`src/rtl/core/evad_pkg.sv`:
```
// ---------------------------------------------------------------------------
// evad_pkg
// Shared types and constants for the energy end-of-speech detector.
// ---------------------------------------------------------------------------
package evad_pkg;

   localparam int SAMPLE_W    = 16;
   localparam int SQUARE_W    = 31;   // largest square is 2**30
   localparam int THRESH_W    = 31;
   localparam int HANG_W      = 8;
   localparam int WARMUP_W    = 16;
   localparam int SEEN_W      = 16;
   localparam int CSR_INDEX_W = 2;
   localparam int RSP_DATA_W  = 16;

   localparam int MAX_CHUNK_SAMPLES_DEF = 4096;

   localparam logic [THRESH_W-1:0] THRESH_RST = THRESH_W'(1000000);
   localparam logic [HANG_W-1:0]   HANG_RST   = HANG_W'(28);
   localparam logic [WARMUP_W-1:0] WARMUP_RST = WARMUP_W'(11200);

   // register indexes on the csr channel
   localparam logic [CSR_INDEX_W-1:0] CSR_THRESH = 2'd0;
   localparam logic [CSR_INDEX_W-1:0] CSR_HANG   = 2'd1;
   localparam logic [CSR_INDEX_W-1:0] CSR_WARMUP = 2'd2;

   typedef struct packed {
      logic [THRESH_W-1:0] threshold;
      logic [HANG_W-1:0]   hangover;
      logic [WARMUP_W-1:0] warmup;
   } cfg_type;

   // one squared sample on its way to the accumulator
   typedef struct packed {
      logic [SQUARE_W-1:0] square;
      logic                last;
   } sq_beat_type;

   typedef struct packed {
      logic              end_of_speech;
      logic [HANG_W-1:0] silence_run;
      logic              speech_started;
      logic              chunk_voiced;
   } result_type;

endpackage

```
`src/rtl/core/evad_square.sv`:
```
// ---------------------------------------------------------------------------
// evad_square
// Input register and squaring stage, with per-stage valid/ready.
// ---------------------------------------------------------------------------
module evad_square (
   input  logic                               clock,
   input  logic                               reset,
   input  logic                               in_valid,
   output logic                               in_ready,
   input  logic signed [evad_pkg::SAMPLE_W-1:0] in_sample,
   input  logic                               in_last,
   output logic                               sq_valid,
   output evad_pkg::sq_beat_type              sq_beat,
   input  logic                               sq_take
);

   logic                                 a_valid_ff, a_valid_in;
   logic signed [evad_pkg::SAMPLE_W-1:0] a_sample_ff;
   logic                                 a_last_ff;
   logic                                 b_valid_ff, b_valid_in;
   evad_pkg::sq_beat_type                b_beat_ff, b_beat_in;
   logic                                 a_ready, b_ready;
   logic signed [2*evad_pkg::SAMPLE_W-1:0] product;

   assign b_ready  = !b_valid_ff || sq_take;
   assign a_ready  = !a_valid_ff || b_ready;
   assign in_ready = a_ready;

   assign product = a_sample_ff * a_sample_ff;

   always_comb begin
      a_valid_in = a_ready ? in_valid : a_valid_ff;
      b_valid_in = b_ready ? a_valid_ff : b_valid_ff;
      b_beat_in.square = product[evad_pkg::SQUARE_W-1:0];
      b_beat_in.last   = a_last_ff;
   end

   always_ff @(posedge clock) begin
      if (reset) begin
         a_valid_ff <= 1'b0;
         b_valid_ff <= 1'b0;
      end else begin
         a_valid_ff <= a_valid_in;
         b_valid_ff <= b_valid_in;
      end
   end

   always_ff @(posedge clock) begin
      if (a_ready && in_valid) begin
         a_sample_ff <= in_sample;
         a_last_ff   <= in_last;
      end
      if (b_ready && a_valid_ff) begin
         b_beat_ff <= b_beat_in;
      end
   end

   assign sq_valid = b_valid_ff;
   assign sq_beat  = b_beat_ff;

endmodule

```
`src/rtl/core/evad_decide.sv`:
```
// ---------------------------------------------------------------------------
// evad_decide
// Chunk energy accumulator, speech state tracking and result register.
// ---------------------------------------------------------------------------
module evad_decide #(
   parameter int MaxChunkSamples = evad_pkg::MAX_CHUNK_SAMPLES_DEF
) (
   input  logic                  clock,
   input  logic                  reset,
   input  evad_pkg::cfg_type     cfg,
   input  logic                  sq_valid,
   input  evad_pkg::sq_beat_type sq_beat,
   output logic                  sq_take,
   output logic                  rsp_valid,
   input  logic                  rsp_ready,
   output evad_pkg::result_type  rsp_result
);

   localparam int MarginW = evad_pkg::SQUARE_W + 1 + $clog2(MaxChunkSamples);
   localparam int LenW    = $clog2(MaxChunkSamples + 1);
   localparam int ExtW    = MarginW - evad_pkg::SQUARE_W;

   logic signed [MarginW-1:0]     margin_ff, margin_in, margin_sum;
   logic [LenW-1:0]               len_ff, len_in, len_next;
   logic [evad_pkg::SEEN_W-1:0]   seen_ff, seen_in;
   logic [evad_pkg::HANG_W-1:0]   silent_ff, silent_in, silent_inc;
   logic                          armed_ff, armed_in;
   logic                          speech_ff, speech_in;
   logic                          finished_ff, finished_in;
   logic                          rsp_valid_ff, rsp_valid_in;
   evad_pkg::result_type          rsp_result_ff, rsp_result_in;
   logic                          chunk_end, emit, rsp_free, voiced;

   assign rsp_free   = !rsp_valid_ff || rsp_ready;
   assign len_next   = len_ff + LenW'(1);
   assign chunk_end  = sq_beat.last || (len_next >= LenW'(MaxChunkSamples));
   assign emit       = sq_valid && !finished_ff && chunk_end;
   assign sq_take    = sq_valid && (!emit || rsp_free);

   assign margin_sum = margin_ff
                     + $signed({{ExtW{1'b0}}, sq_beat.square})
                     - $signed({{ExtW{1'b0}}, cfg.threshold});
   assign voiced     = !margin_sum[MarginW-1] && (|margin_sum);
   assign silent_inc = (silent_ff == '1) ? silent_ff : silent_ff + 1'b1;

   always_comb begin
      margin_in   = margin_ff;
      len_in      = len_ff;
      seen_in     = seen_ff;
      silent_in   = silent_ff;
      armed_in    = armed_ff;
      speech_in   = speech_ff;
      finished_in = finished_ff;

      if (sq_take && !finished_ff) begin
         seen_in = (seen_ff == '1) ? seen_ff : seen_ff + 1'b1;
         if (!chunk_end) begin
            margin_in = margin_sum;
            len_in    = len_next;
         end else begin
            margin_in = '0;
            len_in    = '0;
            if (armed_ff) begin
               if (!speech_ff) begin
                  speech_in = voiced;
               end else if (!voiced) begin
                  silent_in = silent_inc;
                  if (silent_inc >= cfg.hangover) begin
                     finished_in = 1'b1;
                     silent_in   = '0;
                  end
               end else begin
                  silent_in = '0;
               end
            end
            // arm after this chunk's own decision
            if (seen_in >= cfg.warmup) begin
               armed_in = 1'b1;
            end
         end
      end

      rsp_result_in.chunk_voiced   = voiced;
      rsp_result_in.speech_started = speech_in;
      rsp_result_in.silence_run    = silent_in;
      rsp_result_in.end_of_speech  = finished_in;

      rsp_valid_in = (rsp_valid_ff && !rsp_ready) || (emit && sq_take);
   end

   always_ff @(posedge clock) begin
      if (reset) begin
         margin_ff    <= '0;
         len_ff       <= '0;
         seen_ff      <= '0;
         silent_ff    <= '0;
         armed_ff     <= 1'b0;
         speech_ff    <= 1'b0;
         finished_ff  <= 1'b0;
         rsp_valid_ff <= 1'b0;
      end else begin
         margin_ff    <= margin_in;
         len_ff       <= len_in;
         seen_ff      <= seen_in;
         silent_ff    <= silent_in;
         armed_ff     <= armed_in;
         speech_ff    <= speech_in;
         finished_ff  <= finished_in;
         rsp_valid_ff <= rsp_valid_in;
      end
   end

   always_ff @(posedge clock) begin
      if (emit && sq_take) begin
         rsp_result_ff <= rsp_result_in;
      end
   end

   assign rsp_valid  = rsp_valid_ff;
   assign rsp_result = rsp_result_ff;

endmodule

```
`src/rtl/core/energy_vad_end_of_speech_core.sv`:
```
// ---------------------------------------------------------------------------
// energy_vad_end_of_speech_core
// Energy-threshold voice activity detector that flags the end of an utterance.
//
//   channel  dir  handshake             payload
//   req      in   req_tvalid/tready     tdata = sample, tlast = last_in_chunk
//   rsp      out  rsp_tvalid/tready     tdata = chunk result, one beat a chunk until end of speech
//   csr      in   csr_valid/csr_ready   csr_index, csr_data
//
// One sample beat is taken every cycle while the pipeline does not stall. A
// chunk result passes through the input register, the squarer register and
// the result register after the edge that takes its last sample beat. While
// a result waits, mid-chunk beats still flow into the accumulator; the next
// chunk-end beat holds in the squarer register, and the input stalls once the
// input register behind it is full as well. Reset is synchronous and clears
// the valid flags and detector state and loads the register defaults. Once
// end of speech is flagged, sample beats are taken and dropped until reset.
// ---------------------------------------------------------------------------
module energy_vad_end_of_speech_core #(
   parameter int MaxChunkSamples = evad_pkg::MAX_CHUNK_SAMPLES_DEF
) (
   input  logic                                  clock,
   input  logic                                  reset,
   input  logic                                  req_tvalid,
   output logic                                  req_tready,
   input  logic [evad_pkg::SAMPLE_W-1:0]         req_tdata,  // [15:0] sample
   input  logic                                  req_tlast,  // last_in_chunk
   output logic                                  rsp_tvalid,
   input  logic                                  rsp_tready,
   // [0] chunk_voiced, [1] speech_started, [9:2] silence_run,
   // [10] end_of_speech, [15:11] zero
   output logic [evad_pkg::RSP_DATA_W-1:0]       rsp_tdata,
   input  logic                                  csr_valid,
   output logic                                  csr_ready,
   input  logic [evad_pkg::CSR_INDEX_W-1:0]      csr_index,
   input  logic [evad_pkg::THRESH_W-1:0]         csr_data
);

   evad_pkg::cfg_type     cfg_ff, cfg_in;
   logic                  sq_valid, sq_take;
   evad_pkg::sq_beat_type sq_beat;
   evad_pkg::result_type  result;

   assign csr_ready = 1'b1;

   always_comb begin
      cfg_in = cfg_ff;
      if (csr_valid) begin
         case (csr_index)
            evad_pkg::CSR_THRESH: cfg_in.threshold = csr_data;
            evad_pkg::CSR_HANG:   cfg_in.hangover  = csr_data[evad_pkg::HANG_W-1:0];
            evad_pkg::CSR_WARMUP: cfg_in.warmup    = csr_data[evad_pkg::WARMUP_W-1:0];
            default:              cfg_in = cfg_ff;
         endcase
      end
   end

   always_ff @(posedge clock) begin
      if (reset) begin
         cfg_ff.threshold <= evad_pkg::THRESH_RST;
         cfg_ff.hangover  <= evad_pkg::HANG_RST;
         cfg_ff.warmup    <= evad_pkg::WARMUP_RST;
      end else begin
         cfg_ff <= cfg_in;
      end
   end

   evad_square u_square (
      .clock     (clock),
      .reset     (reset),
      .in_valid  (req_tvalid),
      .in_ready  (req_tready),
      .in_sample ($signed(req_tdata)),
      .in_last   (req_tlast),
      .sq_valid  (sq_valid),
      .sq_beat   (sq_beat),
      .sq_take   (sq_take)
   );

   evad_decide #(
      .MaxChunkSamples (MaxChunkSamples)
   ) u_decide (
      .clock      (clock),
      .reset      (reset),
      .cfg        (cfg_ff),
      .sq_valid   (sq_valid),
      .sq_beat    (sq_beat),
      .sq_take    (sq_take),
      .rsp_valid  (rsp_tvalid),
      .rsp_ready  (rsp_tready),
      .rsp_result (result)
   );

   assign rsp_tdata = {{(evad_pkg::RSP_DATA_W - $bits(result)){1'b0}}, result};

endmodule
```
`config.mk`:
```
export PLATFORM = sky130hd
export DESIGN_NAME = energy_vad_end_of_speech_core
export DESIGN_NICKNAME = d
export VERILOG_FILES = /design/src/rtl/core/evad_pkg.sv /design/src/rtl/core/evad_square.sv /design/src/rtl/core/evad_decide.sv /design/src/rtl/core/energy_vad_end_of_speech_core.sv
export SDC_FILE = /design/constraint.sdc
export NUM_CORES = 1
export LEC_CHECK = 0
export ABC_AREA = 0
export BUFFER_PORTS_ARGS = -buffer_cell sky130_fd_sc_hd__buf_4
export CAP_MARGIN = 20
export CORE_UTILIZATION = 48
export CTS_BUF_LIST = sky130_fd_sc_hd__clkbuf_16
export DETAILED_ROUTE_END_ITERATION = 6
export SETUP_SLACK_MARGIN = 0.5
export SLEW_MARGIN = 30
export SYNTH_ARGS = -nofsm -noshare
export SYNTH_HDL_FRONTEND = slang
export SYNTH_HIERARCHICAL = 1
export SYNTH_SLANG_ARGS = --single-unit
```
`constraint.sdc`:
```
create_clock -name clock -period 7.5 [get_ports clock]
set_input_delay 1.5 -clock clock [delete_from_list [all_inputs] [get_ports clock]]
set_output_delay 1.5 -clock clock [all_outputs]
set_load 0.005 [all_outputs]
```
==> run_results.csv <==
group,metric,value,unit
min_path,hp-class,"reg2reg",
sta,finalHoldViolCount,0,
grt,grt_max_degree,108,
sta,finalMaxSlewViolations,0,
placed_design,dp_cells,3046,
sta,skew,0.0380,ns
route,first_pass_iters,7,
route,drc,0,
layout,syn_to_final_growth,7.62,%
grt,antenna_found_initial,0,
run_status,outcome,"completed",
flow_run,drv_cap,0,
worst_setup_path,worstSetupPathType,"reg2reg",
layout,final_area,23400,µm²
layout,final_cell_count_no_fill,3096,
synth,syn_area,21800,µm²
floorplan,dieArea,46200,µm²
worst_setup_path,cp_cell_sequence,"inv_1, buf_4, nor2_1, xnor2_1, ha_1, inv_1, fa_1, inv_1, fa_1, fa_1, fa_1, inv_1, fa_1, inv_1, ha_1, a21oi_1, o21ai_1, a2111oi_0, a21oi_1, o21ai_1, o21bai_1, xnor2_1",
sta,setup_violations,0,
synth,synth_ff_type,"dfxtp_1",
route,routedWlPerCell,17.1,µm
grt,grt_overflow_total,0,
clock_tree,h-tree-depth,1,
route,drt-total-wl,52900,µm
floorplan,io_pins,74,
worst_setup_path,critPathRequiredTime,7.78,ns
synth,synth_edf_count,59,
worst_setup_path,crit_path_start_kind,"flip-flop",
synth,avgSynthCellArea,8.81,µm²
floorplan,start_util,48.9,%
clock_tree,numCtsBuffers,26,
placed_design,gp_congestion,0.943,
clock_tree,ctsHoldBuffers,0,
sta,min_period,6.59,ns
floorplan,fp.dieW,215,µm
floorplan,rows,77,
worst_setup_path,crit_fanout,18,
placed_design,dp_hpwl,43100,µm
worst_setup_path,cp.arrival,6.88,ns
placed_design,port_buffers,67,
clock_tree,cts_tree,"yes",
clock_tree,clkSinkCount,201,
worst_setup_path,critPathCaptureType,"flip-flop",
floorplan,core,44500,µm²
sta,setup_tns,0,ns
synth,async_flop_share,0,%
sta,max_freq,0.152,GHz
synth,ys_seq_area_share,21.2,%
layout,drive_above_1_share,6.71,%
clock_tree,insertion_delay,0.57,ns
grt,track_usage,23.2,%
synth,ys_ff_latch,201,
sta,fin_crit_sh,87.9,%
worst_setup_path,cpPeakStageDelay,0.76,ns
synth,ys_types,96,
clock_tree,path_clk_slew,0.06,ns
route,viasPerCell,5.25,
clock_tree,cts-root-buf,"clkbuf_16",
grt,grt_pass1_wl,87100,µm
route,antenna_left,0,
route,route.vias.total,16200,
sta,max-slew-margin-rel,39.6,%
route,dr.first_iter.drc_count,1132,
layout,antennaDiodeCount,0,
placed_design,postPlaceCellArea,22600,µm²
floorplan,chipHeight,215,µm
synth,yosys_warnings,6,
clock_tree,clk_path_buf_depth,3,
layout,fin_nets,2959,
sta,grt_setup_unrepaired,"false",
synth,syn_inst,2471,
sta,max_slew.worst_pin.slew,0.903,ns
worst_setup_path,crit_slowest_cell,"edfxtp_1",
sta,whs,0.433,ns
grt,first_global_vias,16800,
[placed cells by master (no fill, tap or decap), drive strengths merged, types with 9 or more instances in the layout]
cell,n
a31oi,15
edfxtp,59
buf,83
clkbuf,26
nor2,176
inv,518
nand2,192
fa,260
nor3,35
nand4,30
and3,19
a211oi,17
o211ai,13
o21ai,63
a21oi,122
clkinv,11
dfxtp,142
nand2b,84
a21o,30
xor2,37
o21bai,9
xnor2,67
mux2i,57
nor2b,16
ha,158
a22oi,10
and2,52
nand3,41
or3,25
[flip-flops by register name (all words and copies together), names as in the netlist]
register / flops
u_square/a_valid_ff: 1
u_square/a_last_ff: 1
u_decide/armed_ff: 1
u_decide/margin_ff: 44
u_square/sq_valid: 1
u_decide/seen_ff: 16
u_decide/silent_ff: 8
u_decide/len_ff: 13
u_decide/speech_ff: 1
cfg_ff: 55
u_square/sq_beat: 31
u_decide/finished_ff: 1
u_square/a_sample_ff: 16
u_decide/rsp_result: 11
u_decide/rsp_valid: 1
[synthesized netlist by cell type (16+ instances only)]
cell      count  area (µm²)
xnor2_1      67         587
nor3_1       34         170
a21o_1       29         218
nand3_1      41         205
nand2_1     192         721
mux2i_1      57         571
and2_1       52         325
or3_1        21         131
a21oi_1     121         606
fa_1        260        5200
inv_1       511        1920
nand4_1      29         181
and3_1       17         106
dfxtp_1     142        2840
clkbuf_1     60         225
nor2b_1      16         100
edfxtp_1     59        1770
nand2b_1     84         526
xor2_1       37         324
nor2_1      176         661
o21ai_0      50         250
ha_1        158        1980
[final cells by class]
| class | count | area, µm² |
|---|---|---|
| repair buffers | 83 | 627 |
| inverters | 512 | 1920 |
| multi-input cells | 1662 | 14700 |
| well taps | 592 | 741 |
| clock buffers | 26 | 651 |
| fillers | 4228 | 21100 |
| clock inverters | 20 | 168 |
| flip-flops and latches | 201 | 4610 |
[final timing paths]
check                           start                   end  slack [ns]  cells past startpoint
max reg2reg  u_square/a_sample_ff[15]  u_square/sq_beat[27]        0.91                     22
min                u_square/a_last_ff   u_square/sq_beat[0]        0.43                      0
min reg2reg        u_square/a_last_ff   u_square/sq_beat[0]        0.43                      0
max          u_square/a_sample_ff[15]  u_square/sq_beat[27]        0.91                     22
[critical path, delay by kind of cell, from the launching register on]
family	cells	cell delay (ns)
AO/OA/AOI/OAI	6	1.65
XOR/XNOR	2	0.23
adder cells (fa/ha/maj)	7	2.98
buffers and inverters	6	0.59
flip-flops	1	0.76
AND/OR/NAND/NOR	1	0.14
[cells by family after synthesis]
| logic type | after synthesis | share of synthesized area, % |
|---|---|---|
| other cells | 3 | 0.0517 |
| buf+inv | 612 | 11.4 |
| xor+xnor | 104 | 4.18 |
| simple gates | 701 | 15.8 |
| flops | 201 | 21.2 |
| compound gates | 369 | 11.4 |
| fa+ha+maj | 418 | 33.0 |
| mux | 63 | 2.93 |
[what timing repair did]
item / in CTS / in global routing
setup buffers: 0 / 4
gates resized for setup: 0 / 0
endpoints found under the setup margin: 0 / 2
[layer usage]
layer	track usage [%]	wire (µm)	vias to the layer above
met4	5.33	1130	0
met1	31.1	24000	7863
li1	-	-	7974
met2	40.1	25600	347
met3	2.55	2190	65
met5	0	0	-
[metrics by stage]
stage,setup WS (ns),utilization [%]
final,0.909,52.6
after global routing,0.502,52.6
after CTS,0.899,52.5
after detailed placement,0.942,50.7
after global placement,1.13,50.7
after floorplan,1.43,-
Power is not shown: default switching activity piles up to over one toggle a cycle in this logic, so the estimate is an artifact.
